--- config.mk ---
export PLATFORM = sky130hd
export DESIGN_NAME = gdn_norm
export DESIGN_NICKNAME = d
export VERILOG_FILES = /design/src/sv/gdn_pkg.sv /design/src/sv/gdn_norm.sv
export SDC_FILE = /design/constraint.sdc
export NUM_CORES = 2
export LEC_CHECK = 0
export ABC_AREA = 1
export BUFFER_PORTS_ARGS = -buffer_cell sky130_fd_sc_hd__clkbuf_2
export CAP_MARGIN = 40
export CORE_ASPECT_RATIO = 1.5
export CORE_MARGIN = 2
export CORE_UTILIZATION = 45
export CTS_CLUSTER_DIAMETER = 50
export CTS_CLUSTER_SIZE = 24
export DETAILED_ROUTE_END_ITERATION = 7
export PLACE_DENSITY = 0.7
export RECOVER_POWER = 25
export REMOVE_ABC_BUFFERS = 1
export SETUP_SLACK_MARGIN = 0.05
export SLEW_MARGIN = 30
export SYNTH_ARGS = -nofsm -noshare
export SYNTH_HDL_FRONTEND = slang
export SYNTH_SLANG_ARGS = --single-unit
export TNS_END_PERCENT = 20
--- constraint.sdc ---
create_clock -name clk -period 30.8 [get_ports clk]
set_input_delay 6.16 -clock clk [delete_from_list [all_inputs] [get_ports clk]]
set_output_delay 6.16 -clock clk [all_outputs]
set_load 0.05 [all_outputs]
--- src/sv/gdn_pkg.sv ---
package gdn_pkg;

    // channel vector size and derived widths
    localparam int CHANNELS    = 16;
    localparam int CH_W        = $clog2(CHANNELS);
    localparam int CNT_W       = CH_W + 1;
    localparam int GAMMA_DEPTH = CHANNELS * CHANNELS;
    localparam int GAMMA_AW    = $clog2(GAMMA_DEPTH);

    // word commands
    localparam logic [1:0] CMD_BETA   = 2'd0;
    localparam logic [1:0] CMD_GAMMA  = 2'd1;
    localparam logic [1:0] CMD_SAMPLE = 2'd2;

    // register indexes
    localparam logic CFG_MODE  = 1'b0;
    localparam logic CFG_COUNT = 1'b1;

    // one channel's state, held in a ring cell
    typedef struct packed {
        logic signed [63:0] acc;
        logic signed [31:0] beta;
        logic signed [31:0] x;
    } cell_t;

    // 64-bit add clamped to the signed range
    function automatic logic signed [63:0] sat_add64(input logic signed [63:0] a,
                                                     input logic signed [63:0] b);
        logic signed [63:0] s;
        s = a + b;
        if (!a[63] && !b[63] && s[63])
            return {1'b0, {63{1'b1}}};
        if (a[63] && b[63] && !s[63])
            return {1'b1, {63{1'b0}}};
        return s;
    endfunction

    // apply sign to a magnitude, clamp to 32-bit signed
    function automatic logic [31:0] sat32(input logic [33:0] mag, input logic neg);
        if (neg)
        begin
            if (mag >= 34'h080000000)
                return 32'h80000000;
            return ~mag[31:0] + 32'd1;
        end
        if (mag > 34'h07FFFFFFF)
            return 32'h7FFFFFFF;
        return mag[31:0];
    endfunction

endpackage

--- src/sv/gdn_norm.sv ---
module gdn_norm (
    input  logic           clk,
    input  logic           rst_n,
    input  logic           start,
    input  logic           mode,
    input  gdn_pkg::cell_t din,
    output logic           done,
    output logic [31:0]    y
);
    import gdn_pkg::*;

    localparam logic [2:0] N_IDLE   = 3'd0;
    localparam logic [2:0] N_DEN    = 3'd1;
    localparam logic [2:0] N_SEL    = 3'd2;
    localparam logic [2:0] N_DIV    = 3'd3;
    localparam logic [2:0] N_MUL_HI = 3'd4;
    localparam logic [2:0] N_MUL_LO = 3'd5;
    localparam logic [2:0] N_FIN    = 3'd6;

    logic [2:0]         state_reg;
    logic               done_reg;
    logic [31:0]        y_reg;
    logic signed [63:0] acc_reg;
    logic signed [31:0] beta_reg;
    logic [31:0]        ax_reg;
    logic               negx_reg;
    logic signed [63:0] d_reg;
    logic [63:0]        ad_reg;
    logic [64:0]        r_reg;
    logic [30:0]        q_reg;
    logic [4:0]         step_reg;
    logic [63:0]        hi_reg;
    logic [31:0]        lo_reg;

    logic signed [31:0] beta_min;
    logic signed [63:0] d_calc;
    logic [64:0]        r_shift;
    logic               r_ge;
    logic [30:0]        q_next;
    logic [31:0]        mul_b;
    logic [63:0]        mul_p;
    logic [33:0]        inv_mag;

    // denominator: beta raised to one LSB, moved to Q32.32
    assign beta_min = (beta_reg < 32'sd1) ? 32'sd1 : beta_reg;
    assign d_calc   = sat_add64(acc_reg, {{16{beta_min[31]}}, beta_min, 16'd0});

    // one restoring division step
    assign r_shift = {r_reg[63:0], 1'b0};
    assign r_ge    = r_shift >= {1'b0, d_reg};
    assign q_next  = {q_reg[29:0], r_ge};

    // shared multiplier for the two halves of |D|
    assign mul_b   = (state_reg == N_MUL_HI) ? ad_reg[63:32] : ad_reg[31:0];
    assign mul_p   = {32'd0, ax_reg} * {32'd0, mul_b};
    assign inv_mag = (hi_reg > 64'h80000000) ? 34'h100000000
                   : hi_reg[33:0] + {2'd0, lo_reg};

    always_ff @(posedge clk or negedge rst_n)
    begin
        if (!rst_n)
        begin
            state_reg <= N_IDLE;
            done_reg  <= 1'b0;
        end
        else
        begin
            case (state_reg)
                N_IDLE:
                begin
                    if (start)
                    begin
                        acc_reg   <= din.acc;
                        beta_reg  <= din.beta;
                        ax_reg    <= din.x[31] ? ~din.x + 32'd1 : din.x;
                        negx_reg  <= din.x[31];
                        done_reg  <= 1'b0;
                        state_reg <= N_DEN;
                    end
                end
                N_DEN:
                begin
                    d_reg     <= d_calc;
                    ad_reg    <= d_calc[63] ? ~d_calc + 64'd1 : d_calc;
                    state_reg <= N_SEL;
                end
                N_SEL:
                begin
                    if (mode)
                        state_reg <= N_MUL_HI;
                    else if (d_reg[63] || d_reg == 64'sd0)
                    begin
                        // non-positive denominator: sign of x at full scale
                        if (ax_reg == 32'd0)
                            y_reg <= 32'd0;
                        else
                            y_reg <= negx_reg ? 32'h80000000 : 32'h7FFFFFFF;
                        done_reg  <= 1'b1;
                        state_reg <= N_IDLE;
                    end
                    else if ({31'd0, ax_reg, 1'b0} >= d_reg)
                    begin
                        // quotient at or above 2^31
                        y_reg     <= sat32(34'h080000000, negx_reg);
                        done_reg  <= 1'b1;
                        state_reg <= N_IDLE;
                    end
                    else
                    begin
                        r_reg     <= {32'd0, ax_reg, 1'b0};
                        q_reg     <= '0;
                        step_reg  <= '0;
                        state_reg <= N_DIV;
                    end
                end
                N_DIV:
                begin
                    r_reg    <= r_ge ? r_shift - {1'b0, d_reg} : r_shift;
                    q_reg    <= q_next;
                    step_reg <= step_reg + 5'd1;
                    if (step_reg == 5'd30)
                    begin
                        y_reg     <= sat32({3'd0, q_next}, negx_reg);
                        done_reg  <= 1'b1;
                        state_reg <= N_IDLE;
                    end
                end
                N_MUL_HI:
                begin
                    hi_reg    <= mul_p;
                    state_reg <= N_MUL_LO;
                end
                N_MUL_LO:
                begin
                    lo_reg    <= mul_p[63:32];
                    state_reg <= N_FIN;
                end
                N_FIN:
                begin
                    y_reg     <= sat32(inv_mag, negx_reg ^ d_reg[63]);
                    done_reg  <= 1'b1;
                    state_reg <= N_IDLE;
                end
                default:
                    state_reg <= N_IDLE;
            endcase
        end
    end

    assign done = done_reg;
    assign y    = y_reg;

endmodule

* Word level (Yosys, flattened, before mapping)
Index checks and enable logic that the tools add are counted.
** Cells by class
- Add/subtract/negate cells :: 8
- Multipliers :: 1
- Div/mod/pow operators :: 0
- $lt $le $gt $ge :: 6
- Eq/ne operators :: 13
- Shift-type cells :: 0
- Mux-type cells :: 75
- Bitwise operators :: 5
- Reduce and logical (&&, ||, !) cells :: 22
** Operator list (count)
- $mux W32 :: 19
- $mux W64 :: 8
- $pmux W64 S2 :: 1
- $add A32 B1 Y32 const B :: 3
- $pmux W32 S3 :: 1
- $mux W30 :: 3
- $ge A65 B64 Y1 :: 1
- $add A64 B1 Y64 const B :: 1
- $add A64 B48 Y64 :: 1
- $ge A33 B64 Y1 :: 1
- $gt A64 B32 Y1 const B :: 1
- $logic_not A64 Y1 :: 1
- $mul A32 B32 Y64 :: 1
- $not A32 Y32 :: 2
- $not A64 Y64 :: 1
- $sub A64 B64 Y64 :: 1
- $mux W63 :: 1
- $pmux W30 S2 :: 1
- $add A34 B32 Y34 :: 1
- $ge A34 B32 Y1 const B :: 1
- $gt A34 B31 Y1 const B :: 1
- $mux W34 :: 1
- $logic_not A32 Y1 :: 1
- $lt A32 B2 Y1 const B :: 1
- other kinds (27) :: 76
** Word-level totals
- Register bits :: 488
- Bits in latches :: 0
- Bits in writable memories :: 0
- Memory bits (read-only) :: 0
- Bits of input ports :: 132
- Logic and storage cells :: 146
- Memories kept :: 0

* Depth between registers and ports, before layout
- Depth after elaboration :: 16
- Mapped depth :: 40

* Least setup slack after synthesis
Ideal clock, no wire load.
- Path kind :: input to register
- Start point :: input port rst_n
- End point :: register acc_reg[0] (enable)
- Library setup time :: 0.776 ns
- Arrival :: 14.945 ns
- Data required time :: 30.024 ns
- Setup slack :: 15.080 ns
- Stages on the path :: 2
- Path buffers :: 0
- Cell sequence :: inv_1 -> nor3_1
** Between the ends
- Word-level cells in the longest chain between the ends :: 1
** Ends and longest elaborated chain
- start: declaration :: line gdn_norm.sv:3 : input logic rst_n,
- $reduce_and A3 Y1 (no source line)
- end signal: assignment :: line gdn_norm.sv:73 : acc_reg <= din.acc;
- end: declaration :: line gdn_norm.sv:23 : logic signed [63:0] acc_reg;
No other way between the ends.
A chain may end at the register's enable or synchronous reset.

* Worst setup path after layout
- Start point :: register state_reg[0]
- End point :: register lo_reg[18] (data pin)
** Between the ends
- Word-level cells in the longest chain between the ends :: 3
** Ends and longest elaborated chain
- start: declaration :: line gdn_norm.sv:20 : logic [2:0] state_reg;
- start signal: assignment :: line gdn_norm.sv:63 : state_reg <= N_IDLE;
- start signal: assignment :: line gdn_norm.sv:78 : state_reg <= N_DEN;
- start signal: assignment :: line gdn_norm.sv:85 : state_reg <= N_SEL;
- $eq A3 B3 Y1 :: line gdn_norm.sv:54 : assign mul_b = (state_reg == N_MUL_HI) ? ad_reg[63:32] : ad_reg[31:0];
- $mux W32 :: line gdn_norm.sv:54
- $mul A32 B32 Y64 :: line gdn_norm.sv:55 : assign mul_p = {32'd0, ax_reg} * {32'd0, mul_b};
- via mul_p[50] :: line gdn_norm.sv:41 : logic [63:0] mul_p;
- end signal: assignment :: line gdn_norm.sv:135 : lo_reg <= mul_p[63:32];
- end: declaration :: line gdn_norm.sv:33 : logic [31:0] lo_reg;
The timed path passes the listed nets, and every way through them passes these cells.

==> flow_metrics.py <==
metrics = {
    "status": {
        "outcome": "finished, violations left",
        "failed_checks": "capacitance limit, slew limit",
    },
    "sta": {
        "fmax_mhz": 81.50,
        "worst_slew_pin_slew_ns": 2.978,
        "tns_ns": 0,
        "setup_viol_count_final": 0,
        "finalClockSkew_ns": 0.05804,
        "rsz0062_at_grt": "false",
        "fin_crit_sh": 0.3984,
        "layout_setup_ws_ns": 18.53,
        "fin_crit_ns": 12.27,
        "final_max_slew_viol_count": 382,
        "hold_violations": 0,
        "slew_headroom": -0.9855,
    },
    "setup_path": {
        "worstPathArrival_ns": 12.77,
        "setup.worst_path.end_class": "flop",
        "path_class": "flop to flop",
        "required_ns": 31.30,
        "critPathMaxStageDelay_ns": 0.92,
        "crit_fanout": 32,
        "start_kind": "flop",
        "slowest_stage": "clkbuf_1",
        "crit_top_cell": "fa_1",
    },
    "finish": {
        "drive_gt1_frac": 0.06329,
        "final_cell_mix": "inv_1 (1700), nand2_1 (1673), nor2_1 (1192)",
        "syn_to_final_growth_pct": 8.069,
        "multi_input_area_sq_mm": 0.04482,
        "seq_area_sq_mm": 0.01460,
        "fill_cells": 14490,
        "nNetsFinal": 10000,
        "layout_commonest_cell": "inv_1",
    },
    "clock_network": {
        "cts_hold_buf": 0,
        "cts_tree": "yes",
        "clk_pin_slew_worst_paths_ns": 0.07,
        "h-tree-depth": 2,
        "cts_sinks": 487,
        "clockRootBuffer": "clkbuf_16",
        "cts_setup_buffers": 0,
        "clk_latency_ns": 0.71,
        "post_cts_resized": 0,
        "cts_made_buffers": 51,
        "clk_path_buf_depth": 3,
    },
    "route": {
        "wl_per_cell_microns": 26.25,
        "wl_mm": 276.0,
        "drtIter0Drc": 5108,
        "vias": 59400,
        "drtAntennaViolNets": 0,
        "drt_first_pass_iters": 8,
        "routed_via_density": 5.648,
        "drc_errors": 0,
    },
    "place": {
        "gp_congestion": 1.052,
        "pre_cts_ws_ns": 19.84,
        "io_buffer_count": 164,
        "hpwl_mm": 219.1,
    },
    "yosys": {
        "synth_edf_count": 483,
        "synth-seq-cells": 487,
        "syn_inst": 8411,
        "syn_area_per_cell_sq_um": 7.956,
        "ys_warn_count": 0,
        "synth_ff_type": "edfxtp_1",
        "synth_area_sq_mm": 0.06692,
        "ys_seq_area_frac": 0.2182,
        "ys_types": 57,
        "async_flop_share": 0.008214,
    },
    "grt": {
        "grt_pass1_vias": 62960,
        "grt_max_degree": 90,
        "grt_pass1_wl_mm": 402.6,
        "antenna_found_initial": 26,
        "grt_usage": 0.3668,
        "grt_overflow": 0,
    },
    "floorplan": {
        "core_sq_mm": 0.1478,
        "die_x_microns": 318.9,
        "ios": 165,
        "die_area_sq_mm": 0.1519,
        "fp-row-count": 173,
        "initial_utilization": 0.4527,
        "die_height_microns": 476.3,
    },
    "job": {
        "max_cap_viol_count": 8,
    },
    "worst_hold_path": {
        "hold_class": "flop to flop",
    },
}
## per-stage QoR
stage / cell area (sq um) / utilization / instances / hold slack (ns)
floorplan: 65890 / - / 8160 / 0.4589
global placement: 70170 / 0.4746 / 10370 / 0.4777
detailed placement: 70320 / 0.4757 / 10380 / 0.4951
CTS: 72190 / 0.4883 / 10480 / 0.5078
global route: 72280 / 0.4889 / 10500 / 0.5678
finish: 72320 / 0.4892 / 10520 / 0.5111
## worst paths after layout
kind                              start            to  slack (ns)  cells after the start
setup / recovery           state_reg[0]    lo_reg[18]       18.53                     31
hold / removal                     done          done        0.51                      2
setup reg to reg           state_reg[0]    lo_reg[18]       18.53                     31
hold reg to reg                    done          done        0.51                      2
max in group asynchronous         rst_n          done       25.08                      1
min in group asynchronous         rst_n  state_reg[2]        5.39                      1
## logic make-up (layout without fill, tap and decap cells)
logic type	Yosys count	count (layout)	synth area share
and+or+nand+nor	3497	3497	0.2150
buffers and inverters	1994	2147	0.1132
adders and majority gates	1347	1347	0.3527
AOI/OAI and AO/OA	850	850	0.06994
DFF	487	487	0.2182
xor gates and xnor gates	235	235	0.03076
muxes	1	1	0.0001496
other	0	28	0
## synthesized netlist by cell type, types with 4 or more instances
master	number	area [sq um]
a21o_1	28	210.2
inv_2	9	33.78
ha_1	448	5605
buf_2	14	70.07
edfxtp_1	483	14500
dfrtp_1	4	100.1
o21bai_1	20	150.1
o21ai_0	271	1356
and3_1	5	31.28
fa_1	899	18000
o31ai_1	5	37.54
o211ai_1	31	232.7
o21ai_1	31	155.2
a31oi_1	52	325.3
xnor2_1	110	963.4
nor3_1	64	320.3
a21oi_1	362	1812
clkbuf_1	219	822.0
nor4_1	44	275.3
clkinv_1	25	93.84
xor2_1	125	1095
nand4_1	84	525.5
nor2_2	31	193.9
inv_1	1709	6415
a21boi_0	6	45.04
nand2_2	35	219.0
nor2_4	4	45.04
o21a_1	22	165.2
nand3_2	8	80.08
nand2_1	1658	6223
nor2_1	1196	4489
a211oi_1	4	30.03
nand3b_1	22	165.2
buf_1	6	22.52
o221ai_1	5	43.79
or2_2	49	306.5
buf_4	5	37.54
nand3_1	291	1456
buf_6	6	67.56
## area by class of cell
class / instances / area share
clock buffer: 52 / 0.01770
sequential: 487 / 0.2019
multi-input combinational: 5930 / 0.6197
antenna: 28 / 0.0009688
inverter: 1743 / 0.09050
tap: 1925 / 0.03330
timing repair buffer: 308 / 0.02780
clock inverter: 44 / 0.008097
## critical path: cells and delay by family, from the launching register on
family,cells,cell delay [ns]
adders and majority gates,9,4.53
buffers and inverters,11,3.94
and+or+nand+nor,8,1.85
AOI/OAI and AO/OA,2,0.96
DFF,1,0.45
xor gates and xnor gates,1,0.26
## per-layer routing
| layer | wire length, microns | track usage | vias up | part of all wire |
|---|---|---|---|---|
| met4 | 36340 | 0.3750 | 18 | 0.13 |
| met5 | 141 | 0 | - | 0.00051 |
| met1 | 83340 | 0.3478 | 28460 | 0.30 |
| met3 | 24080 | 0.09511 | 1445 | 0.087 |
| met2 | 132100 | 0.6270 | 3207 | 0.48 |
| li1 | - | - | 26270 | - |
Power is left out: the tool's default activity adds up to more than one toggle a clock period on the data nets, which glitch-free logic cannot reach.
