<file path="config.mk">
export PLATFORM = sky130hd
export DESIGN_NAME = gdn_cell
export DESIGN_NICKNAME = d
export VERILOG_FILES = /design/src/sv/gdn_pkg.sv /design/src/sv/gdn_cell.sv
export SDC_FILE = /design/constraint.sdc
export NUM_CORES = 1
export LEC_CHECK = 0
export BUFFER_PORTS_ARGS = -buffer_cell sky130_fd_sc_hd__buf_4
export CAP_MARGIN = 20
export CELL_PAD_IN_SITES_DETAIL_PLACEMENT = 0
export CELL_PAD_IN_SITES_GLOBAL_PLACEMENT = 2
export CORE_ASPECT_RATIO = 1.1
export CORE_MARGIN = 2
export CORE_UTILIZATION = 31
export CTS_BUF_LIST = sky130_fd_sc_hd__clkbuf_4
export CTS_CLUSTER_DIAMETER = 40
export DETAILED_ROUTE_END_ITERATION = 6
export MAX_ROUTING_LAYER = met4
export PLACE_DENSITY = 0.85
export SLEW_MARGIN = 10
export SYNTH_ARGS = -nofsm -noshare
export SYNTH_HDL_FRONTEND = slang
export SYNTH_SLANG_ARGS = --single-unit
</file>
<file path="constraint.sdc">
create_clock -name clk -period 1.1 [get_ports clk]
set_input_delay 0.22 -clock clk [delete_from_list [all_inputs] [get_ports clk]]
set_output_delay 0.22 -clock clk [all_outputs]
set_load 0.005 [all_outputs]
</file>
<file path="src/sv/gdn_pkg.sv">
package gdn_pkg;

    // channel vector size and derived widths
    localparam int CHANNELS    = 16;
    localparam int CH_W        = $clog2(CHANNELS);
    localparam int CNT_W       = CH_W + 1;
    localparam int GAMMA_DEPTH = CHANNELS * CHANNELS;
    localparam int GAMMA_AW    = $clog2(GAMMA_DEPTH);

    // word commands
    localparam logic [1:0] CMD_BETA   = 2'd0;
    localparam logic [1:0] CMD_GAMMA  = 2'd1;
    localparam logic [1:0] CMD_SAMPLE = 2'd2;

    // register indexes
    localparam logic CFG_MODE  = 1'b0;
    localparam logic CFG_COUNT = 1'b1;

    // one channel's state, held in a ring cell
    typedef struct packed {
        logic signed [63:0] acc;
        logic signed [31:0] beta;
        logic signed [31:0] x;
    } cell_t;

    // 64-bit add clamped to the signed range
    function automatic logic signed [63:0] sat_add64(input logic signed [63:0] a,
                                                     input logic signed [63:0] b);
        logic signed [63:0] s;
        s = a + b;
        if (!a[63] && !b[63] && s[63])
            return {1'b0, {63{1'b1}}};
        if (a[63] && b[63] && !s[63])
            return {1'b1, {63{1'b0}}};
        return s;
    endfunction

    // apply sign to a magnitude, clamp to 32-bit signed
    function automatic logic [31:0] sat32(input logic [33:0] mag, input logic neg);
        if (neg)
        begin
            if (mag >= 34'h080000000)
                return 32'h80000000;
            return ~mag[31:0] + 32'd1;
        end
        if (mag > 34'h07FFFFFFF)
            return 32'h7FFFFFFF;
        return mag[31:0];
    endfunction

endpackage

</file>
<file path="src/sv/gdn_cell.sv">
module gdn_cell (
    input  logic           clk,
    input  logic           rst_n,
    input  logic           shift,
    input  gdn_pkg::cell_t prev,
    input  logic           beta_we,
    input  logic           x_we,
    input  logic [31:0]    wdata,
    output gdn_pkg::cell_t q
);
    import gdn_pkg::*;

    logic signed [63:0] acc_reg;
    logic signed [31:0] beta_reg;
    logic signed [31:0] x_reg;

    // accumulator: takes the neighbour's value on a shift
    always_ff @(posedge clk or negedge rst_n)
    begin
        if (!rst_n)
            acc_reg <= '0;
        else if (shift)
            acc_reg <= prev.acc;
    end

    // beta and sample: shift with the ring, or local write when idle
    always_ff @(posedge clk)
    begin
        if (shift)
        begin
            beta_reg <= prev.beta;
            x_reg    <= prev.x;
        end
        else
        begin
            if (beta_we)
                beta_reg <= wdata;
            if (x_we)
                x_reg <= wdata;
        end
    end

    assign q = '{acc: acc_reg, beta: beta_reg, x: x_reg};

endmodule

</file>
==> results of run 1 <==
-- cells by family after synthesis --
logic type / count (synthesis) / share of synthesized area
buf+inv: 14 / 0.0264
simple gates: 2 / 0.00245
flops: 128 / 0.689
mux: 128 / 0.282
-- cells in the mapped netlist (all sizes together) --
master / n
mux2: 128
dfrtp: 64
edfxtp: 64
buf: 14
or2: 2
-- per-stage QoR --
step	hold WS, ns	setup slack, ns	TNS [ns]
floorplan	-0.0756	-0.0209	-1.34
global placement	0.0536	-0.201	-25.48
detailed placement	0.0545	-0.247	-31.07
==> results.ini, run 1 <==
[placed_design]
port_buffers = 292
placed_area_um2 = 7570
place.gp.congestion = 0.744
dp_cells = 766
detailedPlacementHpwl_mm = 10.6

[clock_network]
postCtsSetupBuffers = 7
ctsHoldBuffers = 162
clockBufferDepth = 2
ctsResizeCount = 74
numCtsBuffers = 17
cts_sinks = 128
root_buffer = clkbuf_4
cts.htree.levels = 4

[floorplanning]
die_h_um = 139
chipWidth_um = 126
initial_core_util = 0.315
io_pins = 293
row_count = 49

[yosys]
ys_ff_latch = 128
synth_area_leaders = edfxtp_1 (38%), dfrtp_1 (31%), mux2_2 (28%)
yosysSeqAreaShare = 0.689
synth_warnings = 0
syn_nets = 437
synth_top_cell_by_area = edfxtp_1
synth.top_cell.area_share = 0.376
ys_types = 7
synthCells = 272
synth_area_um2 = 5110
syn_avg_cell_area_um2 = 18.8

[outcome]
status = did not finish
error_line = [ERROR RSZ-0060] Max buffer count reached.
stop_stage = 4_1_cts

==> run 2, diff against run 1 <==
- CELL_PAD_IN_SITES_DETAIL_PLACEMENT: 0 -> unset
- CELL_PAD_IN_SITES_GLOBAL_PLACEMENT: 2 -> unset
- CORE_ASPECT_RATIO: 1.1 -> unset
- CORE_UTILIZATION: 31 -> 35
- CTS_BUF_LIST: sky130_fd_sc_hd__clkbuf_4 -> unset
- CTS_CLUSTER_DIAMETER: 40 -> unset
- MAX_ROUTING_LAYER: met4 -> unset
- PLACE_DENSITY: 0.85 -> unset
- PLACE_DENSITY_LB_ADDON: unset -> 0.15
==> run 2 against run 1 <==
Effect of this change:
- the flow now finishes, with violations (setup timing)
- area after synthesis stayed put
- synthesized cell count stayed put
==> results.ini, run 2 <==
[min_path]
hp-class = input port to flip-flop
whs_endpoint = acc_reg[30]
min_from = prev[94]
holdPathStages = 2

[power_and_ir_drop]
internal_power_uw = 10400
ir_drop_mv = 0.868
leakage_uw = 0.00391
switching_share = 0.216
power_frac_seq = 0.442
p_sw_uw = 2870
power_density_nw_per_um2 = 1530
p_clk_frac = 0.381
comb_power_share = 0.177

[critical_path]
cp-start-kind = flip-flop
r2r_cells = 3
worstReg2RegEnd = acc_reg[46]
worstSetupPathType = flip-flop to primary output
crit_required_ns = 0.88
rrSetupSlack_ns = 0.06
max_stage_delay_ns = 0.42
path_buf_inv = 1
path_delay_family = flip-flops
critical_path.max_fanout = 1
critPathLaunch = beta_reg[30]
endpoint_kind = primary output
path_cells = buf_4
crit_arrival_ns = 0.98
crit_slowest_cell = edfxtp_1
r2r-start = acc_reg[46]

[cells_and_area]
layout_commonest_cell = buf_4
num-fill-cells = 1121
syn2layout_area_growth_pct = 69.7
post-route-util = 0.601
largest_register_ff_count = 64
antenna_cells = 0
stdcell_count = 802
nNetsFinal = 770
drive_gt1_frac = 0.783
final_cell_mix = buf_4 (227), mux2_2 (128), buf_6 (91)

[clock_network]
cts_tree = built
clockBufferDepth = 2  ; unchanged
path_clk_slew_ns = 0.05
root_buffer = clkbuf_16
cts.htree.levels = 4  ; unchanged
cts_sinks = 128  ; unchanged
clkLatencyLatePin_ns = 0.40
numCtsBuffers = 17  ; unchanged

[yosys]
synth_top_cell_by_area = edfxtp_1
syn_nets = 437  ; unchanged
synth.most_common_cell = mux2_2
synth_area_um2 = 5110  ; unchanged
synthFlopType = edfxtp_1
synthCells = 272  ; unchanged
yosysSeqAreaShare = 0.689  ; unchanged
ys_async_sr_fraction = 0.500  ; unchanged
synth_area_leaders = edfxtp_1 (38%), dfrtp_1 (31%), mux2_2 (28%)
synth_common_cells = mux2_2 (128), dfrtp_1 (64), edfxtp_1 (64)
synth_warnings = 0  ; unchanged
ys_ff_latch = 128  ; unchanged
ys_types = 7  ; unchanged
syn_avg_cell_area_um2 = 18.8  ; unchanged
synth_edf_count = 64  ; unchanged
synth.top_cell.area_share = 0.376  ; unchanged

[floorplanning]
die_h_um = 125  ; -10%
initial_core_util = 0.354  ; +0.0398
row_count = 44  ; -10%
io_pins = 293  ; unchanged
chipWidth_um = 125  ; -1.3%
core_area_um2 = 14400
die_area_um2 = 15600

[timing]
finalCriticalPeriod_ns = 1.20
tns_ns = -4.40
rsz0062_at_grt = yes
hold_viol = 0
tightestPinTransition_ns = 0.288
fmax_ghz = 0.835
timing.slew.headroom = 0.808
final.setup_skew_ns = 0
layout_setup_ws_ns = -0.0981
fin_crit_sh = 1.09
setup_viol = 128
timing.final.max_slew_violations = 0

[route]
routed_wl_mm = 13.4
vias = 3668
drt_iter0_drc = 114
drc = 0
vias_per_cell = 4.57
wire_per_inst_um = 16.7
dr.pass1.iters = 4
ant_nets = 0

[flow_run]
drv_cap = 0

[global_route]
grt_overflow = 0
track_usage = 0.173
grt_pass1_vias = 4025
grt_max_degree = 41
antenna_found_initial = 0
grt_pass1_wl_mm = 20.9

[placed_design]
port_buffers = 292  ; unchanged
dp_cells = 760  ; -0.78%
place.gp.congestion = 0.780  ; +4.8%
detailedPlacementHpwl_mm = 10.2  ; -3.5%

[outcome]
status = finished, violations left
violations = setup timing

[run 2: cell counts after synthesis]
No cell type changed its count.
[run 2: how the worst max path moves through the flow]
stage	end	slack [ns]	cells past startpoint
after floorplan	beta_reg[0]	-0.02	3
after global placement	beta_reg[28]	-0.14	3
after detailed placement	x_reg[30]	-0.16	3
after CTS	q[62]	-0.13	1
after global routing	q[62]	-0.14	1
final	q[62]	-0.1	1
[run 2: timing repair]
action / in CTS / in global routing
resized for setup: 69 / 22
hold buffers: 1 / 0
buffers inserted: 4 / 5
hold endpoints to repair: 64 / 0
endpoints found under the setup margin: 128 / 128
[run 2: metrics by stage]
stage	cell area (um^2)	power (uW)	worst slack, ns	hold WS, ns
final	8670	13300	-0.0981	0.0421
after floorplan	5130	6510	-0.0209	-0.0756
after global placement	7710	7990	-0.140	0.122
after CTS	8550	13400	-0.128	0.0217
after detailed placement	7710	8030	-0.165	0.126
after global routing	8670	13900	-0.136	0.0236
[run 2: power by group through the flow]
| stage | Clock [uW] | Sequential (uW) | Combinational (uW) |
|---|---|---|---|
| CTS | 5220 | 5860 | 2310 |
| finish | 5070 | 5880 | 2350 |
| global route | 5450 | 5930 | 2520 |
| floorplan | 0 | 5920 | 591 |
| detailed placement | 0 | 5900 | 2130 |
| global placement | 0 | 5890 | 2100 |
[run 2: kinds of logic (layout without fill, tap and decap cells)]
kind of cell,Yosys count,in the layout,synth area share
multiplexers,128,128,0.282
flip-flops,128,128,0.689
buffers and inverters,14,360,0.0264
AND/OR/NAND/NOR,2,2,0.00245
[run 2: layer usage]
metal	track usage	share of wire
met1	0.190	0.36
met2	0.285	0.50
met3	0.0851	0.12
met4	0.0752	0.022
met5	0	0
[run 2: cell type report]
class	count	area (um^2)	share of cell area
Clock buffer	27	513	0.0591
Clock inverter	5	28.8	0.00332
Multi-Input combinational cell	130	1460	0.168
Sequential cell	128	3520	0.406
Tap cell	184	230	0.0265
Timing Repair Buffer	328	2920	0.337
[run 2: worst register-to-register path, stage by stage (launching register included)]
cell	delay (ns)
dfrtp_1	0.40
buf_4	0.14
buf_4	0.12
mux2_2	0.26
Power figures use the tool's default switching activity.
==> run 3, diff against run 2 <==
- BUFFER_PORTS_ARGS: -buffer_cell sky130_fd_sc_hd__buf_4 -> unset
- DONT_BUFFER_PORTS: unset -> 1
==> run 3 against run 2 <==
Effect of this change:
- the flow finishes with violations (hold timing)
- combinational power shrank 70%
- die area is the same
- critical path depth shrank 1
- cell count shrank 33%
- via count shrank 29%
- count of clock-buffer cells in the layout shrank 2
- sequential power grew 2%
- fmax grew 11%
- critical path type unchanged
- critical endpoint is now q[63]
- highest routed layer unchanged
==> results.ini, run 3 (synthesized netlist as in run 2, its figures left out) <==
[outcome]
status = finished, violations left
violations = hold timing

[timing]
layout_setup_ws_ns = 0.0237  ; +0.122 ns
hold_viol = 71  ; +71
finalCriticalPeriod_ns = 1.08  ; -0.122 ns
timing.slew.headroom = 0.691  ; -0.117
final.setup_skew_ns = 0  ; unchanged
setup_viol = 0  ; -100%
holdWs_ns = -0.498  ; -0.540 ns
fin_crit_sh = 0.978  ; -0.111
fmax_ghz = 0.929  ; +11%
tightestPinTransition_ns = 0.464  ; +0.176 ns
rsz0062_at_grt = yes
timing.final.max_slew_violations = 0  ; unchanged

[clock_network]
clockBufferDepth = 2  ; unchanged
path_clk_slew_ns = 0.05  ; about the same
cts_tree = built
ctsHoldBuffers = 64  ; +63
cts.htree.levels = 4  ; unchanged
cts_sinks = 128  ; unchanged
clkLatencyLatePin_ns = 0.41  ; about the same
ctsResizeCount = 0  ; -100%
root_buffer = clkbuf_16
numCtsBuffers = 17  ; unchanged

[route]
drc = 0  ; unchanged
wire_per_inst_um = 20.4  ; +22%
vias_per_cell = 4.84  ; +5.9%
routed_wl_mm = 11.0  ; -18%
drt_iter0_drc = 61  ; -46%
vias = 2601  ; -29%
ant_nets = 0  ; unchanged
dr.pass1.iters = 3  ; -1

[critical_path]
cp-start-kind = flip-flop
crit_required_ns = 0.88  ; about the same
critPathLaunch = beta_reg[31]
path_depth = 0  ; -1
endpoint_kind = primary output
r2r_cells = 1  ; -2
r2r-start = acc_reg[19]
crit_arrival_ns = 0.86  ; -0.12 ns
critical_path.max_fanout = 1  ; unchanged
worstSetupPathType = flip-flop to primary output

[power_and_ir_drop]
internal_power_uw = 9160  ; -12%
p_sw_uw = 2470  ; -14%
switching_share = 0.213  ; -0.00346
p_clk_frac = 0.425  ; +0.044
ir_drop_mv = 0.990  ; +14%
leakage_uw = 0.00243  ; -38%
power_frac_seq = 0.513  ; +0.071
comb_power_share = 0.061  ; -0.116
power_density_nw_per_um2 = 1830  ; +19%

[cells_and_area]
drive_gt1_frac = 0.442  ; -0.341
final_cell_mix = mux2_2 (128), dfrtp_1 (64), edfxtp_1 (64), dlygate4sd3_1 (64), clkbuf_16 (17)
nNetsFinal = 506  ; -34%
layout_commonest_cell = mux2_2
syn2layout_area_growth_pct = 24.6
stdcell_count = 537  ; -33%
largest_register_ff_count = 64  ; unchanged
antenna_cells = 0  ; unchanged

[floorplanning]
initial_core_util = 0.354  ; unchanged
core_area_um2 = 14400  ; unchanged
chipWidth_um = 125  ; unchanged
die_h_um = 125  ; unchanged
row_count = 44  ; unchanged
io_pins = 293  ; unchanged
die_area_um2 = 15600  ; unchanged

[flow_run]
drv_cap = 0  ; unchanged

[placed_design]
dp_slack_ns = 0.0400  ; +0.205 ns
dp_cells = 442  ; -42%
port_buffers = 0  ; -100%
place.gp.congestion = 0.716  ; -8.1%
detailedPlacementHpwl_mm = 7.23  ; -29%

[global_route]
grt_max_degree = 131  ; +220%
grt_overflow = 0  ; unchanged
grt_pass1_vias = 3049  ; -24%
track_usage = 0.145  ; -0.0280
grt_pass1_wl_mm = 16.9  ; -19%
antenna_found_initial = 0  ; unchanged

[min_path]
hp-class = input port to asynchronous set/reset pin

-- run 3: layout make-up --
class                           count  area, um^2
Multi-Input combinational cell    130        1460
Clock inverter                      6        33.8
Clock buffer                       25         485
Timing Repair Buffer               64         641
Tap cell                          184         230
Sequential cell                   128        3520
Fill cell                        1279        8050
-- run 3: what timing repair did --
action / CTS / global route
gates cloned: 0 / 0
buffers inserted: 0 / 0
endpoints found under the setup margin: 3 / 3
hold endpoints to repair: 128 / 128
-- run 3: power by group through the flow --
| stage | combinational [uW] | clock [uW] | sequential, uW |
|---|---|---|---|
| finish | 713 | 4950 | 5970 |
| global placement | 516 | 0 | 6080 |
| CTS | 719 | 5110 | 5990 |
| detailed placement | 546 | 0 | 6060 |
| floorplan | 591 | 0 | 5920 |
| global route | 783 | 5400 | 6030 |
-- run 3: metal layers --
layer,wire [um],track usage,vias up,share of wire
li1,-,-,1147,-
met1,3920,0.153,1242,0.36
met2,5560,0.235,196,0.51
met3,1220,0.0747,16,0.11
met4,255,0.0797,0,0.023
met5,0,0,-,0
-- run 3: final timing paths --
check                         endpoint  slack, ns
min in group clk           acc_reg[16]      -0.02
max                              q[63]       0.02
max reg2reg                acc_reg[19]       0.30
min reg2reg                acc_reg[14]       0.53
max in group asynchronous   acc_reg[4]       1.50
min                        acc_reg[32]      -0.50
-- run 3: per-stage QoR --
stage | area (um^2) | util | power, uW | TNS (ns) | hold WS, ns
5_1_grt | 6370 | 0.442 | 12200 | -0.0522 | -0.534
4_1_cts | 6370 | 0.442 | 11800 | -0.0177 | -0.527
3_5_place_dp | 5210 | 0.361 | 6610 | 0 | -0.0741
6_report | 6370 | 0.442 | 11600 | 0 | -0.498
3_3_place_gp | 5210 | 0.361 | 6590 | 0 | -0.0739
2_1_floorplan | 5130 | - | 6510 | -1.34 | -0.0756
==> run 4, diff against run 3 <==
- clock period: 1.1 -> 1.2 ns (I/O delays scaled with it)
==> run 4 against run 3 <==
Effect of this change:
- the flow still finishes with violations (hold timing)
- via count increased by 3.3%
- setup slack improved by 0.10 ns
- sequential cell count unchanged
- die area unchanged
- clock power increased by 1%
- routed wire length increased by 4.6%
- count of clock-buffer cells in the layout decreased by 6
- first-iteration DRC count increased by 82%
- highest routed layer unchanged
==> results.ini, run 4 (synthesized netlist as in run 2, its figures left out) <==
[placed_design]
detailedPlacementHpwl_mm = 7.55  ; +4.5%
placed_area_um2 = 5210  ; unchanged
port_buffers = 0  ; unchanged
place.gp.congestion = 0.739  ; +3.2%
dp_cells = 442  ; unchanged

[critical_path]
cp-start-kind = flip-flop
worstSetupPathType = flip-flop to primary output
crit_required_ns = 0.96  ; +0.08 ns
endpoint_kind = primary output
crit_arrival_ns = 0.83  ; -0.03 ns
critical_path.max_fanout = 1  ; unchanged

[clock_network]
root_buffer = clkbuf_16
ctsHoldBuffers = 64  ; unchanged
clockBufferDepth = 2  ; unchanged
postCtsSetupBuffers = 0  ; unchanged
cts_tree = built
ctsResizeCount = 0  ; unchanged
cts_sinks = 128  ; unchanged
cts.htree.levels = 4  ; unchanged
clkLatencyLatePin_ns = 0.40  ; about the same
numCtsBuffers = 17  ; unchanged
path_clk_slew_ns = 0.06  ; about the same

[floorplanning]
row_count = 44  ; unchanged
die_h_um = 125  ; unchanged
initial_core_util = 0.354  ; unchanged
die_area_um2 = 15600  ; unchanged
io_pins = 293  ; unchanged
core_area_um2 = 14400  ; unchanged
chipWidth_um = 125  ; unchanged

[cells_and_area]
fin_area_um2 = 6440  ; +1.1%
stdcell_count = 538  ; +0.19%
nNetsFinal = 506  ; unchanged
largest_register_ff_count = 64  ; unchanged
final_cell_mix = mux2_2 (128), dfrtp_1 (64), edfxtp_1 (64), dlygate4sd3_1 (64), clkbuf_16 (17)
num-fill-cells = 1269  ; -0.78%
syn2layout_area_growth_pct = 26.0
drive_gt1_frac = 0.458  ; +0.0157
antenna_cells = 0  ; unchanged
layout_commonest_cell = mux2_2

[global_route]
grt-busiest-layer = met2
grt_max_degree = 131  ; unchanged
grt_use_met3 = 0.0692  ; -0.00558
grt_pass1_vias = 3066  ; +0.56%
grt_overflow = 0  ; unchanged
grt_use_met2 = 0.248  ; +0.0135
antenna_found_initial = 0  ; unchanged
globalRouteMet1Util = 0.165  ; +0.0113
grt_pass1_wl_mm = 17.6  ; +4.0%
track_usage = 0.149  ; +0.00408

[route]
wire_per_inst_um = 21.3  ; +4.4%
vias_per_cell = 4.99  ; +3.1%
ant_nets = 0  ; unchanged
dr.pass1.iters = 4  ; +1
routed_wl_mm = 11.5  ; +4.6%
vias = 2686  ; +3.3%
drc = 0  ; unchanged
drt_iter0_drc = 111  ; +82%

[timing]
holdWs_ns = -0.472  ; +0.0257 ns
fmax_ghz = 0.930
tns_ns = 0  ; unchanged
setup_viol = 0  ; unchanged
fin_crit_sh = 0.896
hold_viol = 64  ; -9.9%
timing.final.max_slew_violations = 0  ; unchanged
finalCriticalPeriod_ns = 1.07
rsz0062_at_grt = no
timing.slew.headroom = 0.672  ; -0.0189
tightestPinTransition_ns = 0.492  ; +0.0284 ns
final.setup_skew_ns = 0  ; unchanged

[min_path]
hp-class = input port to asynchronous set/reset pin

[power_and_ir_drop]
leakage_uw = 0.00247  ; +1.5%
ir_drop_mv = 0.797  ; -19%
finalPower_uw = 11200  ; -4.1%
power_density_nw_per_um2 = 1730  ; -5.2%

[outcome]
status = finished, violations left
violations = hold timing

[flow_run]
drv_cap = 0  ; unchanged

-- run 4: layout make-up --
cell class | instances | area (um^2) | share of cell area
tap | 184 | 230 | 0.0357
sequential | 128 | 3520 | 0.547
multi-input combinational | 130 | 1460 | 0.226
timing repair buffer | 64 | 641 | 0.0995
clock buffer | 19 | 453 | 0.0703
clock inverter | 13 | 135 | 0.0210
-- run 4: worst paths after layout --
| kind | from | endpoint | slack, ns | cells after the start |
|---|---|---|---|---|
| worst min register to register | acc_reg[57] | acc_reg[57] | 0.53 | 1 |
| worst max register to register | acc_reg[25] | acc_reg[25] | 0.39 | 1 |
| min in group clk | shift | acc_reg[18] | 0 | 1 |
| worst max-delay path | beta_reg[22] | q[54] | 0.13 | 0 |
| max in group asynchronous | rst_n | acc_reg[46] | 1.57 | 0 |
| worst min-delay path | rst_n | acc_reg[37] | -0.47 | 0 |
-- run 4: routing by layer --
layer	vias up	wire length (um)
met3	16	1160
met5	-	0
met4	0	194
met2	186	5890
met1	1328	4230
li1	1156	-
-- run 4: metrics by stage --
step	util	hold WS [ns]	setup WS (ns)
after global routing	0.447	-0.509	0.0865
after global placement	0.361	-0.0539	0.106
final	0.447	-0.472	0.125
after floorplan	-	-0.0556	0.0150
after detailed placement	0.361	-0.0542	0.120
after CTS	0.447	-0.504	0.0916
-- run 4: power breakdown --
part | internal [uW] | total, uW | switching (uW)
Combinational | 484 | 660 | 176
Clock | 3170 | 5020 | 1860
Sequential | 5140 | 5470 | 336
